**config.mk**
```make
export PLATFORM = sky130hd
export DESIGN_NAME = tbs_coord
export DESIGN_NICKNAME = d
export VERILOG_FILES = /design/src/rtl/core/tbs_pkg.sv /design/src/rtl/core/tbs_coord.sv
export SDC_FILE = /design/constraint.sdc
export NUM_CORES = 2
export LEC_CHECK = 0
export BUFFER_PORTS_ARGS = -buffer_cell sky130_fd_sc_hd__buf_4
export CORE_ASPECT_RATIO = 1.25
export CORE_MARGIN = 2
export CORE_UTILIZATION = 50
export DETAILED_ROUTE_END_ITERATION = 10
export PLACE_DENSITY = 0.76
export SYNTH_ARGS = -nofsm -noshare
export SYNTH_HDL_FRONTEND = slang
export SYNTH_SLANG_ARGS = --single-unit
```
**constraint.sdc**
```tcl
create_clock -name i_clk -period 5.4 [get_ports i_clk]
set_clock_uncertainty 0.15 [all_clocks]
set_input_delay 1.62 -clock i_clk [delete_from_list [all_inputs] [get_ports i_clk]]
set_output_delay 1.62 -clock i_clk [all_outputs]
set_load 0.01 [all_outputs]
```
**src/rtl/core/tbs_pkg.sv**
```systemverilog
// Shared types and constants of the bilinear texture sampler.
`default_nettype none

package tbs_pkg;

    localparam int ADDR_W     = 16;
    localparam int DATA_W     = 32;
    localparam int COORD_W    = 24;
    localparam int CH_W       = 8;
    localparam int CFG_W      = 9;
    localparam int CFG_IDX_W  = 2;
    localparam int CNT_W      = 17;
    localparam int CNT100_W   = 24;
    localparam int CMP_W      = 32;
    localparam int STORE_DEPTH = 65536;

    localparam int S_TDATA_W  = 96;
    localparam int S_TUSER_W  = 2;
    localparam int M_TDATA_W  = 40;

    localparam logic [CNT_W-1:0]    CNT_MAX  = 17'h1FFFF;
    localparam logic [CNT100_W-1:0] CNT_STEP = 24'd100;

    // item kinds carried on tuser
    localparam logic [1:0] OP_BEGIN  = 2'd0;
    localparam logic [1:0] OP_WRITE  = 2'd1;
    localparam logic [1:0] OP_SAMPLE = 2'd2;
    localparam logic [1:0] OP_RSVD   = 2'd3;  // unused kind, ignored

    // configuration register indexes
    localparam logic [CFG_IDX_W-1:0] REG_TEX_WIDTH    = 2'd0;
    localparam logic [CFG_IDX_W-1:0] REG_TEX_HEIGHT   = 2'd1;
    localparam logic [CFG_IDX_W-1:0] REG_ALPHA_CUTOFF = 2'd2;

    // per-item sideband that rides along the pipeline
    typedef struct packed {
        logic [1:0]          op;
        logic [ADDR_W-1:0]   idx;
        logic [DATA_W-1:0]   val;
        logic                alpha_on;
        logic                cnt_nz;
        logic [CNT100_W-1:0] cnt100p;
    } t_side;

endpackage

`default_nettype wire

```
**src/rtl/core/tbs_coord.sv**
```systemverilog
// Coordinate stage: half-texel offset, floor, and pipelined modulo wrap.
`default_nettype none

module tbs_coord #(
    parameter int MAX_DIM   = 256,
    parameter int FRAC_BITS = 8,
    parameter int DW        = $clog2(MAX_DIM + 1)
) (
    input  wire logic                           i_clk,
    input  wire logic                           i_rst_n,
    input  wire logic                           i_en,
    input  wire logic                           i_valid,
    input  wire tbs_pkg::t_side                 i_side,
    input  wire logic [tbs_pkg::COORD_W-1:0]    i_u,
    input  wire logic [tbs_pkg::COORD_W-1:0]    i_v,
    input  wire logic [DW-1:0]                  i_w,
    input  wire logic [DW-1:0]                  i_h,
    output logic                                o_valid,
    output tbs_pkg::t_side                      o_side,
    output logic [FRAC_BITS-1:0]                o_tx,
    output logic [FRAC_BITS-1:0]                o_ty,
    output logic [DW-1:0]                       o_x0,
    output logic [DW-1:0]                       o_x1,
    output logic [DW-1:0]                       o_y0,
    output logic [DW-1:0]                       o_y1
);
    import tbs_pkg::*;

    localparam int FW = COORD_W + 1;
    localparam int IW = FW - FRAC_BITS;
    localparam int NS = IW + 1;
    localparam logic [FW-1:0] HALF = FW'(1) << (FRAC_BITS - 1);

    // one restoring remainder step
    function automatic logic [DW-1:0] rem_step(input logic [DW-1:0] r, input logic b,
                                               input logic [DW-1:0] d);
        logic [DW:0] t;
        t = {r, b};
        if (t >= {1'b0, d}) t = t - {1'b0, d};
        return t[DW-1:0];
    endfunction

    // (r - c) mod d with r, c < d
    function automatic logic [DW-1:0] fix_mod(input logic [DW-1:0] r, input logic [DW-1:0] c,
                                              input logic [DW-1:0] d);
        logic [DW:0] t;
        if (r >= c) t = {1'b0, r} - {1'b0, c};
        else        t = {1'b0, r} + {1'b0, d} - {1'b0, c};
        return t[DW-1:0];
    endfunction

    function automatic logic [DW-1:0] next_wrap(input logic [DW-1:0] m, input logic [DW-1:0] d);
        logic [DW:0] p;
        p = {1'b0, m} + (DW+1)'(1);
        return (p == {1'b0, d}) ? '0 : p[DW-1:0];
    endfunction

    logic [FW-1:0] fu, fv;
    logic [IW-1:0] xi, yi;

    logic                 r_valid [NS];
    t_side                r_side  [NS];
    logic [FRAC_BITS-1:0] r_tx    [NS];
    logic [FRAC_BITS-1:0] r_ty    [NS];
    logic [IW-1:0]        r_du    [NS];
    logic [IW-1:0]        r_dv    [NS];
    logic [DW-1:0]        r_ru    [NS];
    logic [DW-1:0]        r_rv    [NS];
    logic [DW-1:0]        r_cw    [NS];
    logic [DW-1:0]        r_ch    [NS];

    logic                 r_f1_valid, r_f2_valid;
    t_side                r_f1_side, r_f2_side;
    logic [FRAC_BITS-1:0] r_f1_tx, r_f1_ty, r_f2_tx, r_f2_ty;
    logic [DW-1:0]        r_f1_x, r_f1_y, r_f2_x0, r_f2_x1, r_f2_y0, r_f2_y1;

    // offset by one half and split into integer and fraction
    always_comb begin
        fu = {i_u[COORD_W-1], i_u} - HALF;
        fv = {i_v[COORD_W-1], i_v} - HALF;
        xi = fu[FW-1:FRAC_BITS];
        yi = fv[FW-1:FRAC_BITS];
    end

    // stage 0: bias the signed integer part into an unsigned dividend
    always_ff @(posedge i_clk) begin
        if (!i_rst_n) begin
            r_valid[0] <= 1'b0;
        end else if (i_en) begin
            r_valid[0] <= i_valid;
        end
    end

    always_ff @(posedge i_clk) begin
        if (i_en) begin
            r_side[0] <= i_side;
            r_tx[0]   <= fu[FRAC_BITS-1:0];
            r_ty[0]   <= fv[FRAC_BITS-1:0];
            r_du[0]   <= {~xi[IW-1], xi[IW-2:0]};
            r_dv[0]   <= {~yi[IW-1], yi[IW-2:0]};
            r_ru[0]   <= '0;
            r_rv[0]   <= '0;
            r_cw[0]   <= '0;
            r_ch[0]   <= '0;
        end
    end

    // remainder stages: one dividend bit each; the bias remainder runs alongside
    for (genvar k = 1; k < NS; k++) begin : g_rem
        always_ff @(posedge i_clk) begin
            if (!i_rst_n) begin
                r_valid[k] <= 1'b0;
            end else if (i_en) begin
                r_valid[k] <= r_valid[k-1];
            end
        end

        always_ff @(posedge i_clk) begin
            if (i_en) begin
                r_side[k] <= r_side[k-1];
                r_tx[k]   <= r_tx[k-1];
                r_ty[k]   <= r_ty[k-1];
                r_du[k]   <= r_du[k-1] << 1;
                r_dv[k]   <= r_dv[k-1] << 1;
                r_ru[k]   <= rem_step(r_ru[k-1], r_du[k-1][IW-1], i_w);
                r_rv[k]   <= rem_step(r_rv[k-1], r_dv[k-1][IW-1], i_h);
                r_cw[k]   <= rem_step(r_cw[k-1], k == 1, i_w);
                r_ch[k]   <= rem_step(r_ch[k-1], k == 1, i_h);
            end
        end
    end

    // remove the bias, then form the right and lower neighbors
    always_ff @(posedge i_clk) begin
        if (!i_rst_n) begin
            r_f1_valid <= 1'b0;
            r_f2_valid <= 1'b0;
        end else if (i_en) begin
            r_f1_valid <= r_valid[NS-1];
            r_f2_valid <= r_f1_valid;
        end
    end

    always_ff @(posedge i_clk) begin
        if (i_en) begin
            r_f1_side <= r_side[NS-1];
            r_f1_tx   <= r_tx[NS-1];
            r_f1_ty   <= r_ty[NS-1];
            r_f1_x    <= fix_mod(r_ru[NS-1], r_cw[NS-1], i_w);
            r_f1_y    <= fix_mod(r_rv[NS-1], r_ch[NS-1], i_h);
            r_f2_side <= r_f1_side;
            r_f2_tx   <= r_f1_tx;
            r_f2_ty   <= r_f1_ty;
            r_f2_x0   <= r_f1_x;
            r_f2_y0   <= r_f1_y;
            r_f2_x1   <= next_wrap(r_f1_x, i_w);
            r_f2_y1   <= next_wrap(r_f1_y, i_h);
        end
    end

    assign o_valid = r_f2_valid;
    assign o_side  = r_f2_side;
    assign o_tx    = r_f2_tx;
    assign o_ty    = r_f2_ty;
    assign o_x0    = r_f2_x0;
    assign o_x1    = r_f2_x1;
    assign o_y0    = r_f2_y0;
    assign o_y1    = r_f2_y1;

endmodule

`default_nettype wire

```
==> metrics.log <==
INFO  metric status = complete, no violations
INFO  metric synth_nets = 8087
INFO  metric ys_seq_elements = 2832
INFO  metric number_of_warning_messages_in_the_yosys_log = 0
INFO  metric clock_path_buffers = 4
INFO  metric timing_max_transition_violations_final = 0
INFO  metric layout.nets = 8716
INFO  metric synth.avg_cell_area = 16.17 um^2
INFO  metric die_x = 436.8 um
INFO  metric worst_skew_pair.late_latency = 860 ps
INFO  metric place_hpwl = 133900 um
INFO  metric timing.setup.critical_path_class = primary input to flop
INFO  metric syn-instance-count = 7239
INFO  metric via_count = 61080
INFO  metric rsz0062_at_grt = no
INFO  metric min-delay-path-class = flop to flop
INFO  metric wire_per_inst = 19.15 um
INFO  metric place.gp.congestion = 0.8816
INFO  metric share_of_cells_above_drive_strength_1 = 13.58%
INFO  metric data_required_time_of_the_worst_path = 5810 ps
INFO  metric iteration_count_of_the_initial_detailed_routing_pass = 8
INFO  metric cts.repair_timing.setup_buffer_count = 0
INFO  metric static-leakage-power = 0.04888 uW
INFO  metric core_rows = 198
INFO  metric setup_tns = 0 ps
INFO  metric post_synth_edffs = 2829
INFO  metric total_power = 67850 uW
INFO  metric tightestPinTransition = 1065 ps
INFO  metric ys_seq_area_share = 72.63%
INFO  metric postCtsHoldBufs = 0
INFO  metric final-setup-viol-count = 0
INFO  metric arrival = 4320 ps
INFO  metric final_critical_path_setup_slack = 1493 ps
INFO  metric mappedNetlistArea = 117100 um^2
INFO  metric h_tree_level_count = 5
INFO  metric async_reset_ff_share = 0%
INFO  metric time_the_final_worst_path_needs_with_i_o_delays_and_setup = 3907 ps
INFO  metric root_buffer = clkbuf_16
INFO  metric startpoint_class_of_the_critical_path = primary input
INFO  metric timing_hold_violations_final = 0
INFO  metric grt_max_degree = 148
INFO  metric cp_cell_sequence = buf_4, ha_1, inv_1, fa_1, a21o_1, a21oi_1, o211ai_1, a21oi_1, mux2_2
INFO  metric crit_path_max_fanout = 44
INFO  metric detail_route.drc_violations = 0
INFO  metric crit_top_cell = a21oi_1
INFO  metric power-per-cell-area = 508.6 nW/um^2
INFO  metric routed_wl = 214300 um
INFO  metric max_stage_delay = 610 ps
INFO  metric core_outline_area = 232900 um^2
INFO  metric fp.dieArea = 238000 um^2
INFO  metric syn_to_final_growth = 13.97%
INFO  metric pre_cts_slack = 680.9 ps
INFO  metric post_synth_num_cell_types = 65
INFO  metric buffer_ports.inserted = 274
INFO  metric final_antenna_net_count = 0
INFO  metric synth_flop_cell = edfxtp_1
INFO  metric num_io_pins = 275
INFO  metric fmax = 0.2560 GHz
INFO  metric clk_pin_slew = 60 ps
INFO  metric cts_resized = 0
INFO  metric cts_sinks = 2832
INFO  metric grt_first_pass_wirelength = 335500 um
INFO  metric via_count_of_the_first_global_routing_pass = 61980
INFO  metric start_util = 50.26%
INFO  metric global_route.usage.total = 17.72%
INFO  metric finalCritPeriodShare = 72.35%
INFO  metric drt_iter0_markers = 4661
INFO  metric r2r_setup_slk = 2400 ps
INFO  metric tritoncts = yes
INFO  metric die_h = 545.0 um
INFO  metric avgViaCountPerCell = 5.459
INFO  metric global_route.overflow_total = 0
INFO  metric peakVddDrop = 0.3297 mV
INFO  metric most_common_cell_after_layout_fill_and_taps_aside = edfxtp_1
INFO  metric max-cap-violations = 0
INFO  metric endpoint_kind_of_the_worst_setup_timing_path = flop
INFO  metric slowest_stage = buf_4
INFO  metric n_fill_cell = 17460
INFO  metric final_cell_mix = 2829 x edfxtp_1, 620 x ha_1, 458 x a21oi_1
INFO  metric antenna_found_initial = 5
INFO  metric cts-buffers-inserted = 283
INFO  metric relSlewSlack = 28.98%
registers in the layout, indices dropped and copies added, names as in the netlist, 144 cells and up:
signal,count
r_side,1368
r_ch,153
r_cw,153
r_du,153
r_dv,153
r_ru,153
r_rv,153
r_tx,144
r_ty,144
cells by family (layout without fill, tap and decap cells):
kind of cell / count (synthesis) / in the layout / share of synthesized area (%)
compound gates: 1279 / 1279 / 6.460
fa+ha+maj: 702 / 702 / 8.030
buf+inv: 416 / 1260 / 1.343
xor+xnor: 470 / 470 / 3.517
mux: 287 / 287 / 2.696
other cells: 0 / 6 / 0
flops: 2832 / 2832 / 72.63
simple gates: 1253 / 1253 / 5.328
final timing paths:
| kind | end | from | cells after the start |
|---|---|---|---|
| min reg2reg | r_du[10][16]$_DFFE_PP_ | r_du[9][15]$_DFFE_PP_ | 0 |
| max | r_ru[5][1]$_DFFE_PP_ | i_w[0] | 9 |
| max reg2reg | r_rv[11][7]$_DFFE_PP_ | r_dv[10][16]$_DFFE_PP_ | 10 |
| min | r_du[10][16]$_DFFE_PP_ | r_du[9][15]$_DFFE_PP_ | 0 |
worst max-delay path, delay by kind of cell:
| family | cells | cell delay, ps |
|---|---|---|
| compound gates | 4 | 910 |
| fa+ha+maj | 2 | 670 |
| buf+inv | 2 | 670 |
| mux | 1 | 360 |
layer usage:
metal  share of wire [%]  track usage, %  wire (um)
met1                  41           22.29      88290
met2                  51           30.97     108300
met3                 5.0           2.951      10650
met4                 3.3           6.337       7106
met5                   0               0          0
synthesized netlist by cell type (33+ instances only):
master | n | share of area, %
edfxtp_1 | 2829 | 73
ha_1 | 620 | 6.6
a21oi_1 | 458 | 2.0
o21ai_0 | 397 | 1.7
nand2_1 | 393 | 1.3
inv_1 | 336 | 1.1
xnor2_1 | 282 | 2.1
mux2_2 | 226 | 2.2
nor2_1 | 194 | 0.62
xor2_1 | 188 | 1.4
nand3_1 | 149 | 0.64
o211ai_1 | 111 | 0.71
nand4_1 | 103 | 0.55
a21o_1 | 84 | 0.54
fa_1 | 82 | 1.4
nor3_1 | 78 | 0.33
clkbuf_1 | 73 | 0.23
mux2i_1 | 61 | 0.52
or3_1 | 52 | 0.28
nor2b_1 | 50 | 0.27
and3_1 | 41 | 0.22
nand2b_1 | 39 | 0.21
a31oi_1 | 37 | 0.20
or2_2 | 35 | 0.19
and2_1 | 34 | 0.18
nand3b_1 | 34 | 0.22
o31ai_1 | 33 | 0.21
or4_1 | 33 | 0.21
report_power, final:
part | internal [uW] | total (uW) | switching [uW] | leakage (uW)
clock network | 11300 | 19400 | 8110 | 0.00440
registers | 28700 | 30500 | 1790 | 0.0278
logic | 8240 | 18000 | 9760 | 0.0167
total | 48200 | 67900 | 19700 | 0.0489
per-stage QoR:
stage	instances	utilization (%)	hold WS (ps)	area, um^2
global placement	10680	53.36	250.0	124300
global route	11190	57.28	234.0	133400
detailed placement	10680	53.36	254.5	124300
CTS	11180	57.28	234.6	133400
finish	11190	57.29	240.1	133400
floorplan	7239	-	250.3	117100
area by class of cell:
type / count / area, um^2 / share of cell area [%]
antenna: 6 / 15.01 / 0.01125
timing repair buffer: 423 / 3646 / 2.733
clock inverter: 159 / 1695 / 1.271
clock buffer: 341 / 7427 / 5.567
tap: 3100 / 3879 / 2.907
sequential: 2832 / 85010 / 63.72
multi-input combinational: 3991 / 30470 / 22.84
inverter: 337 / 1265 / 0.9482
Note: power is estimated with default switching activity, not from simulation.
